File: config.mk
export PLATFORM = sky130hd
export DESIGN_NAME = two_level_page_walker_core
export DESIGN_NICKNAME = d
export VERILOG_FILES = /design/src/hw/rtl/ptw_pkg.sv /design/src/hw/rtl/ptw_cfg_regs.sv /design/src/hw/rtl/ptw_walk.sv /design/src/hw/rtl/two_level_page_walker_core.sv
export VERILOG_INCLUDE_DIRS = /design/src /design/src/hw/rtl
export SDC_FILE = /design/constraint.sdc
export NUM_CORES = 1
export LEC_CHECK = 0
export BUFFER_PORTS_ARGS = -buffer_cell sky130_fd_sc_hd__buf_2
export CELL_PAD_IN_SITES_DETAIL_PLACEMENT = 1
export CELL_PAD_IN_SITES_GLOBAL_PLACEMENT = 1
export CORE_ASPECT_RATIO = 0.7
export CORE_MARGIN = 1
export CORE_UTILIZATION = 30
export CTS_BUF_LIST = sky130_fd_sc_hd__clkbuf_4
export DETAILED_ROUTE_END_ITERATION = 10
export PLACE_DENSITY = 0.72
export SLEW_MARGIN = 20
export SYNTH_ARGS = -nofsm -noshare
export SYNTH_HDL_FRONTEND = slang
export SYNTH_SLANG_ARGS = --single-unit
File: constraint.sdc
create_clock -name clk -period 6.87 [get_ports clk]
set_input_delay 1.374 -clock clk [delete_from_list [all_inputs] [get_ports clk]]
set_output_delay 1.374 -clock clk [all_outputs]
set_load 0.02 [all_outputs]
File: src/hw/rtl/two_level_page_walker_core_macros.svh
// Assertion macros shared by the page walker RTL.
// No dependencies; included by the files that carry assertions.
`ifndef TWO_LEVEL_PAGE_WALKER_CORE_MACROS_SVH
`define TWO_LEVEL_PAGE_WALKER_CORE_MACROS_SVH
`ifndef SYNTHESIS
// Clocked property, disabled while reset is high.
`define PTW_ASSERT(lbl, clk, rst, prop) \
  lbl: assert property (@(posedge clk) disable iff (rst) prop) \
    else $error("page walker assertion failed");
// Clocked property that is also checked during reset.
`define PTW_ASSERT_ALWAYS(lbl, clk, prop) \
  lbl: assert property (@(posedge clk) prop) \
    else $error("page walker assertion failed");
`else
`define PTW_ASSERT(lbl, clk, rst, prop)
`define PTW_ASSERT_ALWAYS(lbl, clk, prop)
`endif
`endif

File: src/hw/rtl/ptw_pkg.sv
// Shared types, codes and address masks for the two-level page walker.
// No dependencies; imported by every RTL module of the block.
`timescale 1ns / 1ps
package ptw_pkg;

  localparam int IN_TDATA_W  = 104;
  localparam int OUT_TDATA_W = 40;
  localparam int CFG_INDEX_W = 3;
  localparam int CFG_DATA_W  = 32;

  // Register indexes of the configuration port.
  localparam logic [CFG_INDEX_W-1:0] REG_TRANSLATE_USER       = 3'd0;
  localparam logic [CFG_INDEX_W-1:0] REG_TRANSLATE_SUPERVISOR = 3'd1;
  localparam logic [CFG_INDEX_W-1:0] REG_DUAL_SPACE           = 3'd2;
  localparam logic [CFG_INDEX_W-1:0] REG_TABLE_BASE_ZERO      = 3'd3;
  localparam logic [CFG_INDEX_W-1:0] REG_TABLE_BASE_ONE       = 3'd4;

  // Input item function codes.
  localparam logic FUNC_REQUEST  = 1'b0;
  localparam logic FUNC_RESPONSE = 1'b1;

  // Result kinds and status codes.
  localparam logic KIND_READ      = 1'b0;
  localparam logic KIND_DONE      = 1'b1;
  localparam logic STATUS_OK      = 1'b0;
  localparam logic STATUS_INVALID = 1'b1;

  // Virtual address and entry fields.
  localparam logic [31:0] IDX1_MASK  = 32'hffc0_0000;
  localparam logic [31:0] IDX2_MASK  = 32'h003f_f000;
  localparam logic [31:0] OFFS_MASK  = 32'h0000_0fff;
  localparam logic [31:0] FRAME_MASK = 32'hffff_f000;
  localparam logic [31:0] ENTRY_OK   = 32'h0000_0001;

  typedef struct packed {
    logic        translate_user;
    logic        translate_supervisor;
    logic        dual_space;
    logic [31:0] table_base_zero;
    logic [31:0] table_base_one;
  } cfg_t;

  typedef struct packed {
    logic        func;
    logic [31:0] virtual_address;
    logic        use_given_base;
    logic [31:0] given_base;
    logic        user_mode;
    logic [31:0] read_data;
  } in_item_t;

  typedef struct packed {
    logic        kind;
    logic [31:0] address;
    logic        status;
  } result_t;

endpackage

File: src/hw/rtl/ptw_cfg_regs.sv
// Mode and table base registers of the page walker.
// Depends on ptw_pkg.
`timescale 1ns / 1ps
module ptw_cfg_regs (
  input  logic                             clk,
  input  logic                             rst,
  input  logic                             cfg_we,
  input  logic [ptw_pkg::CFG_INDEX_W-1:0]  cfg_index,
  input  logic [ptw_pkg::CFG_DATA_W-1:0]   cfg_data,
  output ptw_pkg::cfg_t                    cfg
);
  import ptw_pkg::*;

  cfg_t regs;

  always_ff @(posedge clk) begin
    if (rst) begin
      regs <= '0;
    end else if (cfg_we) begin
      case (cfg_index)
        REG_TRANSLATE_USER:       regs.translate_user       <= cfg_data[0];
        REG_TRANSLATE_SUPERVISOR: regs.translate_supervisor <= cfg_data[0];
        REG_DUAL_SPACE:           regs.dual_space           <= cfg_data[0];
        REG_TABLE_BASE_ZERO:      regs.table_base_zero      <= cfg_data;
        REG_TABLE_BASE_ONE:       regs.table_base_one       <= cfg_data;
        default: begin
        end
      endcase
    end
  end

  assign cfg = regs;

endmodule

File: src/hw/rtl/ptw_walk.sv
// Walk state and single-pass translation logic of the page walker.
// Depends on ptw_pkg and the macro header.
`timescale 1ns / 1ps
`include "two_level_page_walker_core_macros.svh"
module ptw_walk (
  input  logic              clk,
  input  logic              rst,
  input  ptw_pkg::cfg_t     cfg,
  input  ptw_pkg::in_item_t item,
  input  logic              step,
  output logic              has_result,
  output ptw_pkg::result_t  result
);
  import ptw_pkg::*;

  localparam logic [1:0] PH_IDLE   = 2'd0;
  localparam logic [1:0] PH_FIRST  = 2'd1;
  localparam logic [1:0] PH_SECOND = 2'd2;

  logic [1:0]  phase;
  logic [1:0]  phase_next;
  logic [31:0] held_address;
  logic [31:0] held_address_next;
  logic        busy;
  logic [31:0] mode_base;
  logic [31:0] base;

  assign busy = (phase == PH_FIRST) || (phase == PH_SECOND);

  always_comb begin
    mode_base = '0;
    if (item.user_mode && cfg.translate_user) begin
      mode_base = cfg.dual_space ? cfg.table_base_one : cfg.table_base_zero;
    end else if (!item.user_mode && cfg.translate_supervisor) begin
      mode_base = cfg.table_base_zero;
    end
  end

  assign base = item.use_given_base ? item.given_base : mode_base;

  always_comb begin
    phase_next        = phase;
    held_address_next = held_address;
    has_result        = 1'b0;
    result.kind       = KIND_READ;
    result.address    = '0;
    result.status     = STATUS_OK;
    if (item.func == FUNC_REQUEST) begin
      if (!busy) begin
        has_result = 1'b1;
        if (base == '0) begin
          // No translation: the address comes back as it is.
          phase_next     = PH_IDLE;
          result.kind    = KIND_DONE;
          result.address = item.virtual_address;
        end else begin
          phase_next        = PH_FIRST;
          held_address_next = item.virtual_address;
          result.address    = base | ((item.virtual_address & IDX1_MASK) >> 20);
        end
      end
    end else if (busy) begin
      has_result = 1'b1;
      if ((item.read_data & ENTRY_OK) == '0) begin
        phase_next     = PH_IDLE;
        result.kind    = KIND_DONE;
        result.status  = STATUS_INVALID;
      end else if (phase == PH_FIRST) begin
        phase_next     = PH_SECOND;
        result.address = (item.read_data & FRAME_MASK) |
                         ((held_address & IDX2_MASK) >> 10);
      end else begin
        phase_next     = PH_IDLE;
        result.kind    = KIND_DONE;
        result.address = (item.read_data & FRAME_MASK) | (held_address & OFFS_MASK);
      end
    end
  end

  always_ff @(posedge clk) begin
    if (rst) begin
      phase        <= PH_IDLE;
      held_address <= '0;
    end else if (step) begin
      phase        <= phase_next;
      held_address <= held_address_next;
    end
  end

  `PTW_ASSERT(a_read_starts_walk, clk, rst,
    step && has_result && (result.kind == KIND_READ) |=> busy)
  `PTW_ASSERT(a_done_ends_walk, clk, rst,
    step && has_result && (result.kind == KIND_DONE) |=> (phase == PH_IDLE))
  `PTW_ASSERT(a_hold_without_step, clk, rst,
    !step |=> $stable(phase) && $stable(held_address))

endmodule

File: src/hw/rtl/two_level_page_walker_core.sv
// A transfer accepted on the slave side goes through the input register, the single-pass
// logic and the result register to the master side. Throughput: one item per cycle,
// set by that logic, while the result register is empty or taken; else the slave stalls.
// Requests while a walk is busy and responses while idle give no result and never stall.
// Reset (rst, synchronous, active high) empties both registers, sets the walk to idle
// and clears all mode and table base registers.
`timescale 1ns / 1ps
module two_level_page_walker_core (
  input  logic                             clk,
  input  logic                             rst,
  // Slave side: tdata holds, from the lowest bit up, virtual_address[31:0],
  // use_given_base, given_base[31:0], user_mode, read_data[31:0], six zero bits.
  input  logic                             s_axis_tvalid,
  output logic                             s_axis_tready,
  input  logic [ptw_pkg::IN_TDATA_W-1:0]   s_axis_tdata,
  // Slave side tuser: func (0 request, 1 memory read response).
  input  logic [0:0]                       s_axis_tuser,
  // Master side: tdata holds, from the lowest bit up, address[31:0], status,
  // seven zero bits.
  output logic                             m_axis_tvalid,
  input  logic                             m_axis_tready,
  output logic [ptw_pkg::OUT_TDATA_W-1:0]  m_axis_tdata,
  // Master side tuser: kind (0 memory read request, 1 translation finished).
  output logic [0:0]                       m_axis_tuser,
  // Configuration write port.
  input  logic                             cfg_we,
  input  logic [ptw_pkg::CFG_INDEX_W-1:0]  cfg_index,
  input  logic [ptw_pkg::CFG_DATA_W-1:0]   cfg_data
);
  import ptw_pkg::*;

  cfg_t     cfg;
  in_item_t in_q;
  logic     in_valid;
  logic     advance;
  logic     has_result;
  result_t  result;
  result_t  out_q;
  logic     out_valid;

  ptw_cfg_regs u_cfg (
    .clk       (clk),
    .rst       (rst),
    .cfg_we    (cfg_we),
    .cfg_index (cfg_index),
    .cfg_data  (cfg_data),
    .cfg       (cfg)
  );

  // The held item moves on when the result register can take its result,
  // or at once when it produces no result at all.
  assign advance       = in_valid && (!out_valid || m_axis_tready || !has_result);
  assign s_axis_tready = !in_valid || advance;

  // Input register: captures one transfer, unpacked into its fields.
  always_ff @(posedge clk) begin
    if (rst) begin
      in_valid <= 1'b0;
    end else if (s_axis_tready) begin
      in_valid <= s_axis_tvalid;
    end
  end

  always_ff @(posedge clk) begin
    if (s_axis_tready && s_axis_tvalid) begin
      in_q.func            <= s_axis_tuser[0];
      in_q.virtual_address <= s_axis_tdata[31:0];
      in_q.use_given_base  <= s_axis_tdata[32];
      in_q.given_base      <= s_axis_tdata[64:33];
      in_q.user_mode       <= s_axis_tdata[65];
      in_q.read_data       <= s_axis_tdata[97:66];
    end
  end

  // The walk state advances only with the item that the input register hands on.
  ptw_walk u_walk (
    .clk        (clk),
    .rst        (rst),
    .cfg        (cfg),
    .item       (in_q),
    .step       (advance),
    .has_result (has_result),
    .result     (result)
  );

  // Result register: holds one result until the master side takes it.
  always_ff @(posedge clk) begin
    if (rst) begin
      out_valid <= 1'b0;
    end else if (advance && has_result) begin
      out_valid <= 1'b1;
    end else if (m_axis_tready) begin
      out_valid <= 1'b0;
    end
  end

  always_ff @(posedge clk) begin
    if (advance && has_result) begin
      out_q <= result;
    end
  end

  assign m_axis_tvalid = out_valid;
  assign m_axis_tuser  = out_q.kind;
  assign m_axis_tdata  = {7'b0, out_q.status, out_q.address};

endmodule

==> key figures <==
Hold path
  • Hold Crit Class: flip-flop to flip-flop

Drt
  • Initial DRT Pass Iterations: 5
  • ANT nets after route: 0
  • Vias: 7,411
  • DR iter-0 viols: 559
  • Met2 routed WL: 13,400 um
  • Met3 WL: 2200 um
  • Drt wl/cell: 20.4 um
  • Via/cell ratio: 4.98
  • DRC Markers: 0
  • M1 WL: 14,300 um
  • Top Metal Used: met4
  • Routed wire length: 30,400 um

STA
  • Setup_tns: 0 ps
  • Final setup viols: 0
  • RSZ-0062 raised after global routing: false
  • Skew final: 64.4 ps
  • Final min period: 4480 ps
  • Max Freq: 0.223 GHz
  • Hold Fails Final Rpt: 0
  • Measured slew at the worst slew-check pin: 1170 ps
  • Final Max Tran Viols: 0
  • Fin crit share: 65.2%
  • Slew HR: 21.5%

Global route
  • First-pass GRT wire length: 45,700 um
  • Vias in the first global route: 7,664
  • Grt ovf: 0
  • GRT Resource Usage Total: 19.7%
  • Initial antenna violation count: 1
  • Largest net degree at the start of global routing: 116

Clock tree
  • CTS tree: done
  • Cts hold-fix bufs: 0
  • Resize count post-CTS: 0
  • H-tree depth: 2
  • Clock latency on the worst-skew pair: 730 ps
  • Worst-path clk slew: 70 ps
  • TritonCTS Buffers: 55
  • Clock Sinks: 215
  • Post-CTS Setup Inserts: 0
  • Clock Tree Root: clkbuf_4
  • Longest Clk Path Bufs: 3

Outcome
  • Status: finished clean

Die
  • Core ar.: 29,400 um^2
  • Top Ports: 188
  • Die Width: 210 um
  • Die height: 148 um
  • Starting density of the core: 31.0%
  • Site Rows: 52
  • Die Footprint: 31,100 um^2

Yosys
  • Register area share after synthesis: 60.6%
  • Syn. warnings: 0
  • Post-synth EDFFs: 122
  • Count of different cell masters after synthesis: 53
  • FF+latch count, synth: 215
  • Async SR Flop Fraction: 0%
  • Post-synth top flop: edfxtp_1
  • Cell count after synthesis: 864
  • Synthesized area: 9120 um^2
  • Average size of a mapped cell: 10.6 um^2

Critical path
  • Critical Path Source Type: flip-flop
  • Worst EP required: 7430 ps
  • Crit path kind: flip-flop to flip-flop
  • Crit path capture type: flip-flop
  • Crit Path Max Fanout: 41
  • Critical Path AT: 5030 ps

Layout
  • Nets@finish: 1,184
  • Most frequent cells in the layout: nand2_1, buf_2, edfxtp_1
  • Commonest non-fill, non-tap cell in the layout: nand2_1
  • Ant. Diodes: 0
  • Layout cell share with drive strength beyond 1: 27.6%
  • Layout area overhead: 21.2%
  • Fillers: 3,405

Pwr
  • Design Power: 2.88 mW
  • VDD IR max: 0.114 mV
  • Pwr dens: 261 nW/um^2
  • Leak pwr: 4.05 nW

Placement
  • Final Wtd Congestion: 0.801
  • Hpwl dp: 20,800 um
  • PortBufs: 163

Job
  • # Max-Cap Violations: 0
cell usage after synthesis, types with 7 or more instances:
cell type	count	share of area, %
a21oi_1	90	4.9
a221o_1	10	1.1
a22oi_1	10	0.82
a31oi_1	9	0.62
buf_2	8	0.44
buf_4	7	0.58
clkbuf_1	47	1.9
dfxtp_1	93	20
edfxtp_1	122	40
inv_1	10	0.41
mux2_2	12	1.5
mux2i_1	31	3.4
nand2_1	185	7.6
nand2b_1	58	4.0
nor2_1	30	1.2
o211ai_1	11	0.91
o21ai_0	36	2.0
o21ai_1	13	0.71
o22ai_1	8	0.55
layer usage:
layer	up-vias	GRT usage, %
li1	3449	-
met1	3621	28.3
met2	289	30.0
met3	52	4.04
met4	0	4.93
met5	-	0
where the power goes:
group          leakage, nW  switching [mW]  internal, mW
Combinational         1.66           0.140        0.0799
Sequential            1.93          0.0306          1.42
Clock                0.467           0.559         0.656
Total                 4.05           0.730          2.15
flip-flops by register name, summed over array words and instances (netlist names):
| register | cells |
|---|---|
| u_walk.held_address | 22 |
| in_valid | 1 |
| m_axis_tuser | 1 |
| m_axis_tvalid | 1 |
| in_q | 88 |
| u_cfg.cfg | 67 |
| u_walk.phase | 2 |
| m_axis_tdata | 33 |
area by class of cell:
cell class                      count  area (um^2)  area share (%)
Sequential cell                   215         5530            50.0
Multi-Input combinational cell    579         3290            29.8
Timing Repair Buffer              175          910            8.23
Clock buffer                       95          713            6.46
Tap cell                          405          507            4.59
Clock inverter                      8         61.3           0.555
Inverter                           10         37.5           0.340
path summary, 6_finish.rpt:
check | startpoint | endpoint | slack [ps] | cells past startpoint
hold reg to reg | u_cfg.cfg[15] | u_cfg.cfg[15] | 460 | 2
setup reg to reg | in_q[65] | m_axis_tdata[9] | 2390 | 8
setup / recovery | in_q[65] | m_axis_tdata[9] | 2390 | 8
hold / removal | u_cfg.cfg[15] | u_cfg.cfg[15] | 460 | 2
worst max-delay path: stages (launching register included):
cell and delay (ps):
edfxtp_1 340, buf_4 400, inv_1 370, and3_1 390, a222oi_1 710, nor4b_1 560
nand4_1 600, nor2_1 660, a311o_1 260
cells by family after synthesis:
kind of cell | after synthesis | synth area share (%)
buffers and inverters | 76 | 3.77
DFF | 215 | 60.6
AOI/OAI and AO/OA | 218 | 14.7
adders and majority gates | 3 | 0.412
muxes | 45 | 5.13
other | 1 | 0.0411
and+or+nand+nor | 306 | 15.4
through the flow:
| step | area [um^2] | util [%] | hold WS [ps] | worst slack, ps | std cells |
|---|---|---|---|---|---|
| after floorplan | 9140 | - | 433 | 808 | 870 |
| after global placement | 10300 | 34.9 | 441 | 2690 | 1384 |
| after detailed placement | 10300 | 34.9 | 450 | 2570 | 1384 |
| after CTS | 11000 | 37.6 | 460 | 2530 | 1487 |
| after global routing | 11000 | 37.6 | 479 | 2230 | 1487 |
| final | 11000 | 37.6 | 458 | 2390 | 1487 |
No activity file was read; power rests on OpenSTA's default activity.
